[src/hw/rtl/two_layer_sprite_blitter_core_defines.svh]
// ----------------------------------------------------------------------------
// two_layer_sprite_blitter_core_defines
// Assertion macros used by the blitter core.
// ----------------------------------------------------------------------------
`ifndef TWO_LAYER_SPRITE_BLITTER_CORE_DEFINES_SVH
`define TWO_LAYER_SPRITE_BLITTER_CORE_DEFINES_SVH
// Assert an implication every clock edge outside reset.
`define TLSB_ASSERT_IMP(lbl, clk, rst_n, ante, cons, msg) \
    lbl: assert property (@(posedge clk) disable iff (!rst_n) (ante) |-> (cons)) \
        else $error(msg);
// Assert a next-cycle implication outside reset.
`define TLSB_ASSERT_NXT(lbl, clk, rst_n, ante, cons, msg) \
    lbl: assert property (@(posedge clk) disable iff (!rst_n) (ante) |=> (cons)) \
        else $error(msg);
`endif

[src/hw/rtl/tlsb_pkg.sv]
`timescale 1ns / 1ps
// ----------------------------------------------------------------------------
// tlsb_pkg
// Shared types, codes and tables of the two-layer sprite blitter.
// ----------------------------------------------------------------------------
package tlsb_pkg;

    localparam logic [1:0] CMD_PIXEL  = 2'd0;
    localparam logic [1:0] CMD_SPRITE = 2'd1;
    localparam logic [1:0] CMD_READ   = 2'd2;

    localparam logic [2:0] REG_WIDTH  = 3'd0;
    localparam logic [2:0] REG_HEIGHT = 3'd1;
    localparam logic [2:0] REG_RED    = 3'd2;
    localparam logic [2:0] REG_GREEN  = 3'd3;
    localparam logic [2:0] REG_BLUE   = 3'd4;

    localparam logic [31:0] ALPHA_OPAQUE = 32'hff00_0000;

    // Operation that the controller asks of the datapath.
    typedef enum logic [2:0] {
        OP_NONE,
        OP_LOAD,     // latch the command word
        OP_FILL_PX,  // write the fill pixel at the scan position, advance
        OP_SPR_PX,   // handle the sprite pixel at the scan position, advance
        OP_PIX,      // single pixel write
        OP_RD_ADDR,  // issue the read address
        OP_RD_DATA   // compose the read result
    } t_op;

    typedef struct packed {
        t_op op;
    } t_cmd;

    typedef struct packed {
        logic scan_last;   // scan position is the final one
        logic fill_empty;  // latched fill region holds nothing
    } t_status;

    function automatic logic [1:0] blend(input logic [1:0] ch, input logic [3:0] col);
        begin
            case (ch)
                2'd0: begin
                    case (col)
                        4'd4, 4'd6, 4'd7:           blend = 2'd1;
                        4'd8, 4'd9, 4'd11:          blend = 2'd2;
                        4'd12, 4'd13, 4'd14:        blend = 2'd3;
                        default:                    blend = 2'd0;
                    endcase
                end
                2'd1:    blend = col[1:0];
                2'd2:    blend = (col[1:0] == 2'd3) ? 2'd1 : col[1:0] + 2'd1;
                default: blend = (col[1:0] == 2'd0) ? 2'd2 :
                                 (col[1:0] == 2'd1) ? 2'd3 :
                                 (col[1:0] == 2'd2) ? 2'd1 : 2'd2;
            endcase
        end
    endfunction

    function automatic logic opaque(input logic [3:0] col);
        opaque = (col[3:2] == col[1:0]);
    endfunction

endpackage

[src/hw/rtl/tlsb_ctrl.sv]
`timescale 1ns / 1ps
// ----------------------------------------------------------------------------
// tlsb_ctrl
// Command sequencer: steps fills and sprites one pixel per cycle.
// ----------------------------------------------------------------------------
module tlsb_ctrl
    import tlsb_pkg::*;
(
    input  logic       i_clk,
    input  logic       i_rst_n,
    input  logic       i_in_valid,
    input  logic [1:0] i_cmd,
    input  logic       i_fill,
    input  logic       i_out_busy,
    input  t_status    i_status,
    output t_cmd       o_cmd,
    output logic       o_in_stall
);

    typedef enum logic [2:0] {S_IDLE, S_DEC, S_FILL, S_SPR, S_RDA, S_RDD} t_state;

    t_state r_state, n_state;
    t_cmd   n_cmd;
    logic [1:0] r_kind;
    logic       r_fill;

    assign o_in_stall = (r_state != S_IDLE) || i_out_busy;

    always_comb begin
        n_state    = r_state;
        n_cmd.op   = OP_NONE;
        case (r_state)
            S_IDLE: begin
                if (i_in_valid && !i_out_busy) begin
                    n_cmd.op = OP_LOAD;
                    n_state  = S_DEC;
                end
            end
            S_DEC: begin
                case (r_kind)
                    CMD_PIXEL: begin
                        if (r_fill) begin
                            if (i_status.fill_empty) n_state = S_IDLE;
                            else n_state = S_FILL;
                        end else begin
                            n_cmd.op = OP_PIX;
                            n_state  = S_IDLE;
                        end
                    end
                    CMD_SPRITE: n_state = S_SPR;
                    CMD_READ:   begin
                        n_cmd.op = OP_RD_ADDR;
                        n_state  = S_RDA;
                    end
                    default:    n_state = S_IDLE;
                endcase
            end
            S_FILL: begin
                n_cmd.op = OP_FILL_PX;
                if (i_status.scan_last) n_state = S_IDLE;
            end
            S_SPR: begin
                n_cmd.op = OP_SPR_PX;
                if (i_status.scan_last) n_state = S_IDLE;
            end
            S_RDA: begin
                n_cmd.op = OP_RD_DATA;
                n_state  = S_RDD;
            end
            S_RDD: n_state = S_IDLE;
            default: n_state = S_IDLE;
        endcase
    end

    always_ff @(posedge i_clk) begin
        if (!i_rst_n) begin
            r_state <= S_IDLE;
            r_kind  <= CMD_PIXEL;
            r_fill  <= 1'b0;
        end else begin
            r_state <= n_state;
            if (n_cmd.op == OP_LOAD) begin
                r_kind <= i_cmd;
                r_fill <= i_fill;
            end
        end
    end

    assign o_cmd = n_cmd;

endmodule

[config.mk]
export PLATFORM = sky130hd
export DESIGN_NAME = tlsb_ctrl
export DESIGN_NICKNAME = d
export VERILOG_FILES = /design/src/hw/rtl/two_layer_sprite_blitter_core_defines.svh /design/src/hw/rtl/tlsb_pkg.sv /design/src/hw/rtl/tlsb_ctrl.sv
export SDC_FILE = /design/constraint.sdc
export NUM_CORES = 1
export LEC_CHECK = 0
export ABC_AREA = 1
export BUFFER_PORTS_ARGS = -buffer_cell sky130_fd_sc_hd__clkbuf_2
export CELL_PAD_IN_SITES_DETAIL_PLACEMENT = 0
export CELL_PAD_IN_SITES_GLOBAL_PLACEMENT = 2
export CORE_MARGIN = 5
export CORE_UTILIZATION = 25
export CTS_BUF_LIST = sky130_fd_sc_hd__clkbuf_2 sky130_fd_sc_hd__clkbuf_4 sky130_fd_sc_hd__clkbuf_8
export CTS_CLUSTER_DIAMETER = 100
export DETAILED_ROUTE_END_ITERATION = 8
export PLACE_DENSITY_LB_ADDON = 0.1
export SKIP_CTS_REPAIR_TIMING = 1
export SYNTH_ARGS = -nofsm -noshare
export SYNTH_HDL_FRONTEND = slang
export SYNTH_SLANG_ARGS = --single-unit
[constraint.sdc]
create_clock -name i_clk -period 1.2 [get_ports i_clk]
set_input_delay 0.12 -clock i_clk [delete_from_list [all_inputs] [get_ports i_clk]]
set_output_delay 0.12 -clock i_clk [all_outputs]
set_load 0.05 [all_outputs]
## Yosys cells after proc, flatten, opt, wreduce, memory -nomap -nowiden

Index checks and enable logic that the tools add are counted.

- Equality and inequality tests: 9
- Multiplexer cells: 10
- Reduce and logical (&&, ||, !) cells: 8

Operators with widths:

| operator | number |
|---|---|
| $pmux W3 S5 | 1 |
| $mux W3 | 4 |
| $pmux W3 S4 | 1 |
| $pmux W3 S3 | 1 |
| $eq A3 B1 Y1 const B | 2 |
| $eq A3 B2 Y1 const B | 2 |
| $pmux W3 S2 | 1 |
| $eq A3 B3 Y1 const B | 1 |
| $logic_not A3 Y1 | 1 |
| $reduce_bool A3 Y1 | 1 |
| $eq A2 B1 Y1 const B | 1 |
| $eq A2 B2 Y1 const B | 1 |
| $logic_not A2 Y1 | 1 |
| $mux W2 | 1 |
| $ne A2 B1 Y1 const B | 1 |
| $ne A2 B2 Y1 const B | 1 |
| $reduce_and A2 Y1 | 1 |
| $reduce_or A2 Y1 | 1 |
| $logic_and A1 B1 Y1 | 1 |
| $logic_not A1 Y1 | 1 |
| $logic_or A1 B1 Y1 | 1 |
| $mux W1 | 1 |

- Flip-flop bits (word level): 6
- Output and inout port bits: 4
- Logic and storage cells: 30

## Logic depth before layout (Yosys ltp)

Gate-level depths: netlist of the first run.

- Word-level depth: 5
- Mapped depth: 7
- Depth with buffers taken out: 7

## Worst setup path before layout of the first run

Ideal clock, no wire load.

- Kind: reg-to-output
- Start point: register r_state[2]
- End point: output o_cmd[2] (netlist bit)
- Arrival time: 1677 ps
- Data required time: 1080 ps
- Path slack: -597 ps
- Stages on the path, launching flop included: 4
- Buffers on the path: 0
- Cell sequence: dfxtp_1 -> nor2_1 -> nand2_1 -> o21ai_0

RTL lines:

| what | line | source |
|---|---|---|
| start: declaration | tlsb_ctrl.sv:22 | `t_state r_state, n_state;` |
| start signal: assignment | tlsb_ctrl.sv:81 | `r_state <= n_state;` |
| end: declaration | tlsb_ctrl.sv:16 | `output t_cmd o_cmd,` |

==> results of run 1 <==
## metrics by stage
| step | total power [uW] | util | TNS, ns | instances | area [um2] |
|---|---|---|---|---|---|
| floorplan | 465 | - | 0 | 60 | 403 |
| global placement | 571 | 0.360 | -0.0176 | 95 | 536 |
| detailed placement | 566 | 0.360 | 0 | 95 | 536 |
| CTS | 753 | 0.375 | -0.745 | 98 | 558 |
| global route | 892 | 0.434 | -0.570 | 102 | 646 |
| finish | 835 | 0.434 | -0.341 | 102 | 646 |
## state kept, by name, summed over array words and instances, names as in the netlist
register	cells
r_fill	1
r_kind	2
r_state	3
## worst max-delay path, stage by stage (launching register included)
cell and delay [ns]:
dfxtp_4 0.37, inv_4 0.07, nand2_4 0.05, nor3_4 0.16, nand3b_1 0.15, buf_6 0.17
## where the power goes
| group | switching (uW) | internal [uW] | total, uW |
|---|---|---|---|
| sequential | 29.0 | 221 | 250 |
| combinational | 220 | 186 | 407 |
| clock | 65.4 | 113 | 178 |
| total | 315 | 520 | 835 |
## cells in the final DEF, fill, tap and decap left out, types with 2 or more instances in the layout
master,Yosys,layout
buf_4,0,11
buf_6,0,3
clkbuf_2,0,8
clkbuf_4,0,3
dfxtp_1,6,3
dfxtp_4,0,2
inv_1,10,8
inv_2,3,4
nand2_1,12,10
nand2_2,1,2
nand3_1,3,3
nand3_2,2,2
nand4_1,4,4
nor2_1,10,9
nor2_4,0,2
o21ai_2,0,2
## final cells by class
| type | count | area, um2 | share of cell area |
|---|---|---|---|
| repair buffers | 23 | 171 | 0.266 |
| clock buffers | 3 | 22.5 | 0.0349 |
| multi-input cells | 41 | 251 | 0.390 |
| inverters | 13 | 51.3 | 0.0795 |
| flip-flops and latches | 6 | 129 | 0.200 |
| well taps | 16 | 20.0 | 0.0310 |
## layer usage
metal,wire (um),vias up,global-route usage
met4,0,0,0.0269
li1,-,244,-
met5,0,-,0
met3,57,0,0.0428
met1,438,193,0.0969
met2,492,8,0.127
## how the worst max path moves through the flow
stage | from | endpoint
after global routing | r_state[1]$_SDFFE_PN0P_ | o_cmd[0]
after floorplan | r_state[1]$_SDFFE_PN0P_ | o_cmd[0]
after global placement | r_state[1]$_SDFFE_PN0P_ | o_cmd[0]
after detailed placement | r_state[1]$_SDFFE_PN0P_ | o_cmd[0]
final | r_state[1]$_SDFFE_PN0P_ | o_cmd[0]
after CTS | r_state[1]$_SDFFE_PN0P_ | o_cmd[0]
## cell families (layout without fill, tap and decap cells)
logic type,count (synthesis),in the layout,share of synthesized area
AO/OA/AOI/OAI,4,4,0.0684
AND/OR/NAND/NOR,37,37,0.492
flip-flops,6,6,0.313
buffers and inverters,13,39,0.127
==> flow_summary_export.csv, run 1 <==
group,metric,value,unit
placement,dp_slack,0.00599,ns
cells_and_area,area_growth,68.1,%
global_route,grt_pass1_wl,1570,um
cells_and_area,drive_gt1_frac,0.535,
power_and_ir_drop,ir_drop,0.584,mV
logic_synthesis,ys_seq_elements,6,
logic_synthesis,syn_area,384,um2
drt,drtIter0Drc,1,
drt,vias_per_cell,4.36,
power_and_ir_drop,leakage,0.000334,uW
sta,max-slew-margin-rel,0.870,
logic_synthesis,synth_common_cells,"nand2_1 (12), inv_1 (10), nor2_1 (10), dfxtp_1 (6), nand4_1 (4)",
power_and_ir_drop,power_density,1290,mW/mm2
global_route,grt_usage,0.0822,
clock_tree,clkLatencyLatePin,0.24,ns
sta,post-route-period-util,1.10,
logic_synthesis,yosysTopAreaCellShare,0.313,
setup_path,cp.arrival,1.20,ns
setup_path,crit_required,1.08,ns
logic_synthesis,synth_ff_type,"dfxtp_1",
drt,vias,445,
sta,fin_ws,-0.124,ns
placement,place.gp.congestion,0.815,
clock_tree,max-clock-path-buffers,2,
logic_synthesis,yosys-top-cells-area,"dfxtp_1 (31%), nand2_1 (12%), inv_1 (9.8%)",
cells_and_area,nets,97,
floorplanning,fp-row-count,14,
job,drv_cap,0,
clock_tree,clock_sinks,6,
setup_path,rr_endpoint,"r_fill$_SDFFE_PN0N_",
setup_path,crit_fanout,5,
logic_synthesis,synthArstFlopShare,0,
floorplanning,die_w,49.2,um
cells_and_area,fillers,159,
logic_synthesis,syn_nets,69,
sta,finalHoldViolations,0,
min_path,min_to,"r_state[0]$_SDFFE_PN0P_",
sta,holdWs,0.154,ns
setup_path,crit_type,"reg -> out",
cells_and_area,diodes,0,
sta,setup_viol,4,
logic_synthesis,synth_edf_count,0,
sta,tightest_slew,0.192,ns
drt,drc,0,
logic_synthesis,yosysMostFrequentCell,"nand2_1",
placement,numPortBuffers,12,
status,status,"finished, violations left",
placement,dp_hpwl,828,um
clock_tree,htreeDepth,1,
drt,wl_per_cell,9.69,um
drt,drtAntennaViolNets,0,
floorplanning,die_y,49.2,um
sta,slew_viol_final,0,
min_path,whs_path_depth,3,
setup_path,end_kind,"output pin",
setup_path,rrSetupSlack,0.05,ns
min_path,min-delay-path-class,"in -> reg",
status,violations,"setup timing",
logic_synthesis,seq_area_frac_synth,0.313,
sta,skew,0.00343,ns
floorplanning,die_area,0.00242,mm2
setup_path,timing.rr.start,"r_state[1]$_SDFFE_PN0P_",
logic_synthesis,yosysTopAreaCell,"dfxtp_1",
drt,drt_wl_total,988,um
floorplanning,io_pins,13,
min_path,hold_start,"i_rst_n",
drt,dr.pass1.iters,3,
clock_tree,cts_tree,"done",
global_route,gr-total-overflow,0,
floorplanning,core_area,0.00149,mm2
floorplanning,start_util,0.258,
setup_path,start_kind,"register",
global_route,grt_max_degree,7,
sta,period_needed,1.32,ns
global_route,antenna_found_initial,0,
logic_synthesis,synth_cell_types,16,
clock_tree,clock-root-buffer,"clkbuf_4",
logic_synthesis,syn_inst,60,
clock_tree,cts-buffers-inserted,3,
logic_synthesis,yosysWarnings,0,
sta,rsz0062_at_grt,"yes",
clock_tree,clkSlewWorstSetupHoldPaths,0.05,ns
logic_synthesis,syn_avg_cell_area,6.40,um2
sta,fmax,0.756,GHz
setup_path,r2r_cells,8,
global_route,grt_pass1_vias,402,
Note: power is estimated with default switching activity, not from simulation.
==> run 2: changes to the inputs <==
==> constraint.sdc (replaced) <==
create_clock -name i_clk -period 1.7 [get_ports i_clk]
set_input_delay 0.17 -clock i_clk [delete_from_list [all_inputs] [get_ports i_clk]]
set_output_delay 0.17 -clock i_clk [all_outputs]
set_load 0.05 [all_outputs]
==> run 2 against run 1 <==
Net effect:
- the run now ends clean
- core utilization is 11 points lower
- count of clock-buffer cells in the layout stayed put
- sequential power is 31% lower
- critical path type unchanged
==> flow_summary_export.csv, run 2 (synthesized netlist as in run 1, its figures left out) <==
group,metric,value,unit
placement,numPortBuffers,12,
floorplanning,die_w,49.2,um
drt,dr.pass1.iters,3,
power_and_ir_drop,p_seq_frac,0.345,
power_and_ir_drop,ir_drop,0.323,mV
setup_path,crit_fanout,5,
cells_and_area,fillers,181,
floorplanning,core_area,0.00149,mm2
setup_path,cp.arrival,1.42,ns
clock_tree,clkSlewWorstSetupHoldPaths,0.05,ns
floorplanning,fp-row-count,14,
global_route,grt_usage,0.0866,
sta,setup_viol,0,
power_and_ir_drop,leakage,0.000261,uW
placement,dp_slack,0.356,ns
sta,finalHoldViolations,0,
floorplanning,io_pins,13,
drt,drc,0,
floorplanning,die_area,0.00242,mm2
cells_and_area,diodes,0,
global_route,grt_pass1_vias,396,
drt,drt_wl_total,892,um
setup_path,start_kind,"register",
floorplanning,die_y,49.2,um
setup_path,crit_required,1.53,ns
global_route,antenna_found_initial,0,
cells_and_area,final_cell_mix,"nand2_1 (12), clkbuf_2 (12), nor2_1 (10), inv_1 (10), dfxtp_1 (6)",
drt,vias,404,
cells_and_area,area_growth,26.7,%
setup_path,r2r_cells,7,
setup_path,end_kind,"output pin",
clock_tree,max-clock-path-buffers,2,
power_and_ir_drop,p_int,291,uW
drt,wl_per_cell,9.80,um
drt,drtAntennaViolNets,0,
global_route,gr-total-overflow,0,
sta,rsz0062_at_grt,"no",
power_and_ir_drop,swShare,0.413,
power_and_ir_drop,clkPwrFrac,0.282,
min_path,whs_path_depth,3,
sta,skew,0.00377,ns
drt,drtIter0Drc,10,
sta,post-route-period-util,0.938,
power_and_ir_drop,switchingPower,205,uW
setup_path,crit_type,"reg -> out",
clock_tree,clock-root-buffer,"clkbuf_4",
global_route,grt_pass1_wl,1600,um
sta,slew_viol_final,0,
clock_tree,clock_sinks,6,
clock_tree,clkLatencyLatePin,0.25,ns
min_path,min-delay-path-class,"in -> reg",
placement,place.gp.congestion,0.713,
job,drv_cap,0,
power_and_ir_drop,combPwrFrac,0.373,
clock_tree,cts-buffers-inserted,3,
clock_tree,htreeDepth,1,
floorplanning,start_util,0.258,
cells_and_area,largest_reg_flops,3,
power_and_ir_drop,power_density,1020,mW/mm2
placement,dp_hpwl,757,um
cells_and_area,nets,86,
status,status,"completed",
cells_and_area,drive_gt1_frac,0.333,
clock_tree,cts_tree,"done",
sta,tightest_slew,0.278,ns
sta,max-slew-margin-rel,0.813,
drt,vias_per_cell,4.44,
placement,dpl.cell_count,88,
sta,period_needed,1.59,ns
sta,fmax,0.627,GHz
cells_and_area,top_register,"r_state",
global_route,grt_max_degree,7,
cells_and_area,final_cells,91,
sta,fin_ws,0.105,ns
cells_and_area,top_regs,"r_state x3, r_kind x2, r_fill x1",
setup_path,rrSetupSlack,0.66,ns
sta,setup-tns-final,0,ns
[run 2: changes by cell type in the layout (fill, tap and decap cells not counted), sizes merged]
cell	before	now
clkbuf	11	15
buf	15	0
[run 2: per-layer routing]
metal,routed length [um],track usage,vias to the layer above
li1,-,-,223
met1,383,0.0932,168
met2,424,0.133,11
met3,75,0.0428,2
met4,8,0.0538,0
met5,0,0,-
[run 2: final cells by class]
class / instances / area [um2] / area share
sequential: 6 / 120 / 0.247
tap: 16 / 20.0 / 0.0411
inverter: 13 / 48.8 / 0.100
clock buffer: 3 / 22.5 / 0.0463
multi-input combinational: 41 / 215 / 0.442
timing repair buffer: 12 / 60.1 / 0.123
[run 2: worst paths after layout]
path                            from                 endpoint
max          r_state[1]$_SDFFE_PN0P_                 o_cmd[0]
min                          i_rst_n  r_state[1]$_SDFFE_PN0P_
max reg2reg  r_state[2]$_SDFFE_PN0P_  r_state[1]$_SDFFE_PN0P_
min reg2reg      r_fill$_SDFFE_PN0N_      r_fill$_SDFFE_PN0N_
[run 2: stage by stage]
stage	cell area [um2]	util	total power [uW]	hold WS (ns)
after floorplan	384	-	319	0.268
after global placement	464	0.312	367	0.471
after detailed placement	464	0.312	363	0.466
after CTS	487	0.327	506	0.207
after global routing	487	0.327	536	0.230
final	487	0.327	497	0.197
[run 2: power groups by stage]
stage | Clock [uW] | Combinational, uW | Sequential (uW)
final | 140 | 185 | 172
after global routing | 154 | 208 | 174
after floorplan | 0 | 147 | 171
after global placement | 0 | 193 | 174
after CTS | 145 | 189 | 172
after detailed placement | 0 | 189 | 175
[run 2: worst max-delay path, stage by stage, from the launching register on]
cell      delay, ns
dfxtp_1        0.34
inv_1          0.10
nand2_2        0.08
nor3_2         0.23
nand3b_1       0.15
clkbuf_2       0.27
==> run 3: changes to the inputs <==
--- a/config.mk
+++ b/config.mk
@@ -5,7 +5,6 @@
 export SDC_FILE = /design/constraint.sdc
 export NUM_CORES = 1
 export LEC_CHECK = 0
-export ABC_AREA = 1
 export BUFFER_PORTS_ARGS = -buffer_cell sky130_fd_sc_hd__clkbuf_2
 export CELL_PAD_IN_SITES_DETAIL_PLACEMENT = 0
 export CELL_PAD_IN_SITES_GLOBAL_PLACEMENT = 2
==> constraint.sdc (replaced) <==
create_clock -name i_clk -period 1.7 [get_ports i_clk]
set_input_delay 0.34 -clock i_clk [delete_from_list [all_inputs] [get_ports i_clk]]
set_output_delay 0.34 -clock i_clk [all_outputs]
set_load 0.05 [all_outputs]
==> run 3 against run 2 <==
Net effect:
- routed wire length shrank 2.8%
- sequential cell count stayed put
- clock power fell by 6%
- count of clock-buffer cells in the layout did not move
- critical path type unchanged
- core utilization is 2.0 points higher
==> flow_summary_export.csv, run 3 <==
group,metric,value,unit
power_and_ir_drop,leakage,0.000217,uW
logic_synthesis,ys_seq_elements,6,
sta,rsz0062_at_grt,"no",
logic_synthesis,synth_cell_types,21,
cells_and_area,drive_gt1_frac,0.435,
setup_path,crit_fanout,7,
logic_synthesis,synthArstFlopShare,0,
global_route,grt_pass1_vias,333,
sta,fmax,0.606,GHz
floorplanning,io_pins,13,
setup_path,start_kind,"register",
clock_tree,clock-root-buffer,"clkbuf_4",
floorplanning,die_w,49.0,um
setup_path,crit_path_top_delay_cell,"or4_4",
clock_tree,clkLatencyLatePin,0.24,ns
sta,fin_ws,0.0512,ns
sta,period_needed,1.65,ns
clock_tree,cts-buffers-inserted,3,
logic_synthesis,yosysMostFrequentCell,"nand2_1",
cells_and_area,final_cell_mix,"clkbuf_2 (9), nand2_1 (8), nor2b_1 (5), clkbuf_4 (5), o21ai_0 (4)",
sta,skew,0.00102,ns
logic_synthesis,syn_inst,48,
global_route,grt_pass1_wl,1450,um
clock_tree,clkSlewWorstSetupHoldPaths,0.05,ns
logic_synthesis,synth_common_cells,"nand2_1 (8), dfxtp_1 (6), nor2b_1 (5), a21oi_1 (4), o21ai_0 (4)",
setup_path,critPathMaxStageDelay,0.53,ns
cells_and_area,diodes,0,
setup_path,cp.arrival,1.31,ns
clock_tree,max-clock-path-buffers,2,
cells_and_area,top_register,"r_state",
logic_synthesis,synth_ff_type,"dfxtp_1",
global_route,grt_max_degree,11,
power_and_ir_drop,power_density,760,mW/mm2
logic_synthesis,yosysTopAreaCell,"dfxtp_1",
logic_synthesis,yosys-top-cells-area,"dfxtp_1 (32%), nor2b_1 (8.2%), mux2i_1 (7.9%)",
sta,setup_viol,0,
global_route,antenna_found_initial,0,
sta,max-slew-margin-rel,0.817,
setup_path,crit_type,"reg -> out",
logic_synthesis,syn_nets,57,
clock_tree,htreeDepth,1,
drt,drt_wl_total,867,um
sta,slew_viol_final,0,
drt,drc,0,
status,status,"completed",
floorplanning,die_area,0.00240,mm2
floorplanning,core_area,0.00147,mm2
floorplanning,start_util,0.259,
logic_synthesis,yosysWarnings,0,
cells_and_area,top_regs,"r_state x3, r_kind x2, r_fill x1",
drt,wl_per_cell,11.1,um
drt,vias_per_cell,4.71,
placement,dp_hpwl,713,um
sta,setup-tns-final,0,ns
sta,post-route-period-util,0.970,
drt,drtAntennaViolNets,0,
setup_path,crit_required,1.36,ns
drt,drtIter0Drc,6,
cells_and_area,area_growth,34.2,%
clock_tree,clock_sinks,6,
placement,place.gp.congestion,0.673,
sta,finalHoldViolations,0,
cells_and_area,largest_reg_flops,3,
logic_synthesis,synth_edf_count,0,
placement,dp_slack,0.141,ns
clock_tree,cts_tree,"done",
setup_path,end_kind,"output pin",
cells_and_area,final_common_cell,"clkbuf_2",
job,drv_cap,0,
min_path,min-delay-path-class,"in -> reg",
setup_path,crit_chain,"or4_4 > buf_8",
global_route,grt_usage,0.0757,
floorplanning,die_y,49.0,um
drt,dr.pass1.iters,4,
floorplanning,fp-row-count,14,
global_route,gr-total-overflow,0,
drt,vias,367,
cells_and_area,nets,73,
logic_synthesis,syn_area,380,um2
logic_synthesis,syn_avg_cell_area,7.92,um2
placement,numPortBuffers,12,
power_and_ir_drop,ir_drop,0.375,mV
sta,tightest_slew,0.271,ns
logic_synthesis,seq_area_frac_synth,0.316,
logic_synthesis,yosysTopAreaCellShare,0.316,
-- run 3: critical path, delay by kind of cell, from the launching register on --
kind	cells	cell delay, ns
buffers and inverters	1	0.17
flip-flops	1	0.36
AND/OR/NAND/NOR	1	0.53
-- run 3: cell type report --
type / instances / area, um2
repair buffers: 14 / 90.1
inverters: 2 / 7.51
multi-input cells: 37 / 244
clock buffers: 3 / 22.5
flip-flops and latches: 6 / 126
well taps: 16 / 20.0
fillers: 182 / 961
-- run 3: metrics by stage --
stage / hold WS [ns] / total power [uW] / area (um2) / instances / util
detailed placement: 0.485 / 252 / 462 / 75 / 0.314
global placement: 0.477 / 253 / 462 / 75 / 0.314
CTS: 0.316 / 388 / 484 / 78 / 0.329
floorplan: 0.444 / 226 / 387 / 48 / -
global route: 0.316 / 406 / 510 / 78 / 0.347
finish: 0.314 / 388 / 510 / 78 / 0.347
-- run 3: final timing paths --
path                           start                      to  slack (ns)  cells after the start
max          r_state[1]$_SDFFE_PN0P_              o_in_stall        0.05                      2
max reg2reg  r_state[1]$_SDFFE_PN0P_  r_kind[1]$_SDFFE_PN0N_        0.40                      3
min reg2reg      r_fill$_SDFFE_PN0N_     r_fill$_SDFFE_PN0N_        0.48                      2
min                         i_cmd[1]  r_kind[1]$_SDFFE_PN0N_        0.31                      3
-- run 3: per-layer routing --
| layer | track usage | share of wire |
|---|---|---|
| met5 | 0 | 0 |
| met4 | 0.0538 | 0.018 |
| met3 | 0.0245 | 0.063 |
| met2 | 0.111 | 0.44 |
| met1 | 0.0914 | 0.48 |
-- run 3: kinds of logic after synthesis --
logic type / count (synthesis) / share of synthesized area
AO/OA/AOI/OAI: 10 / 0.151
buffers and inverters: 5 / 0.0724
flip-flops: 6 / 0.316
multiplexers: 4 / 0.109
AND/OR/NAND/NOR: 23 / 0.352
-- run 3: report_power, final --
group	internal [uW]	switching, uW	total, uW
clock network	79.9	52.2	132
logic	43.7	55.9	99.6
registers	148	8.79	156
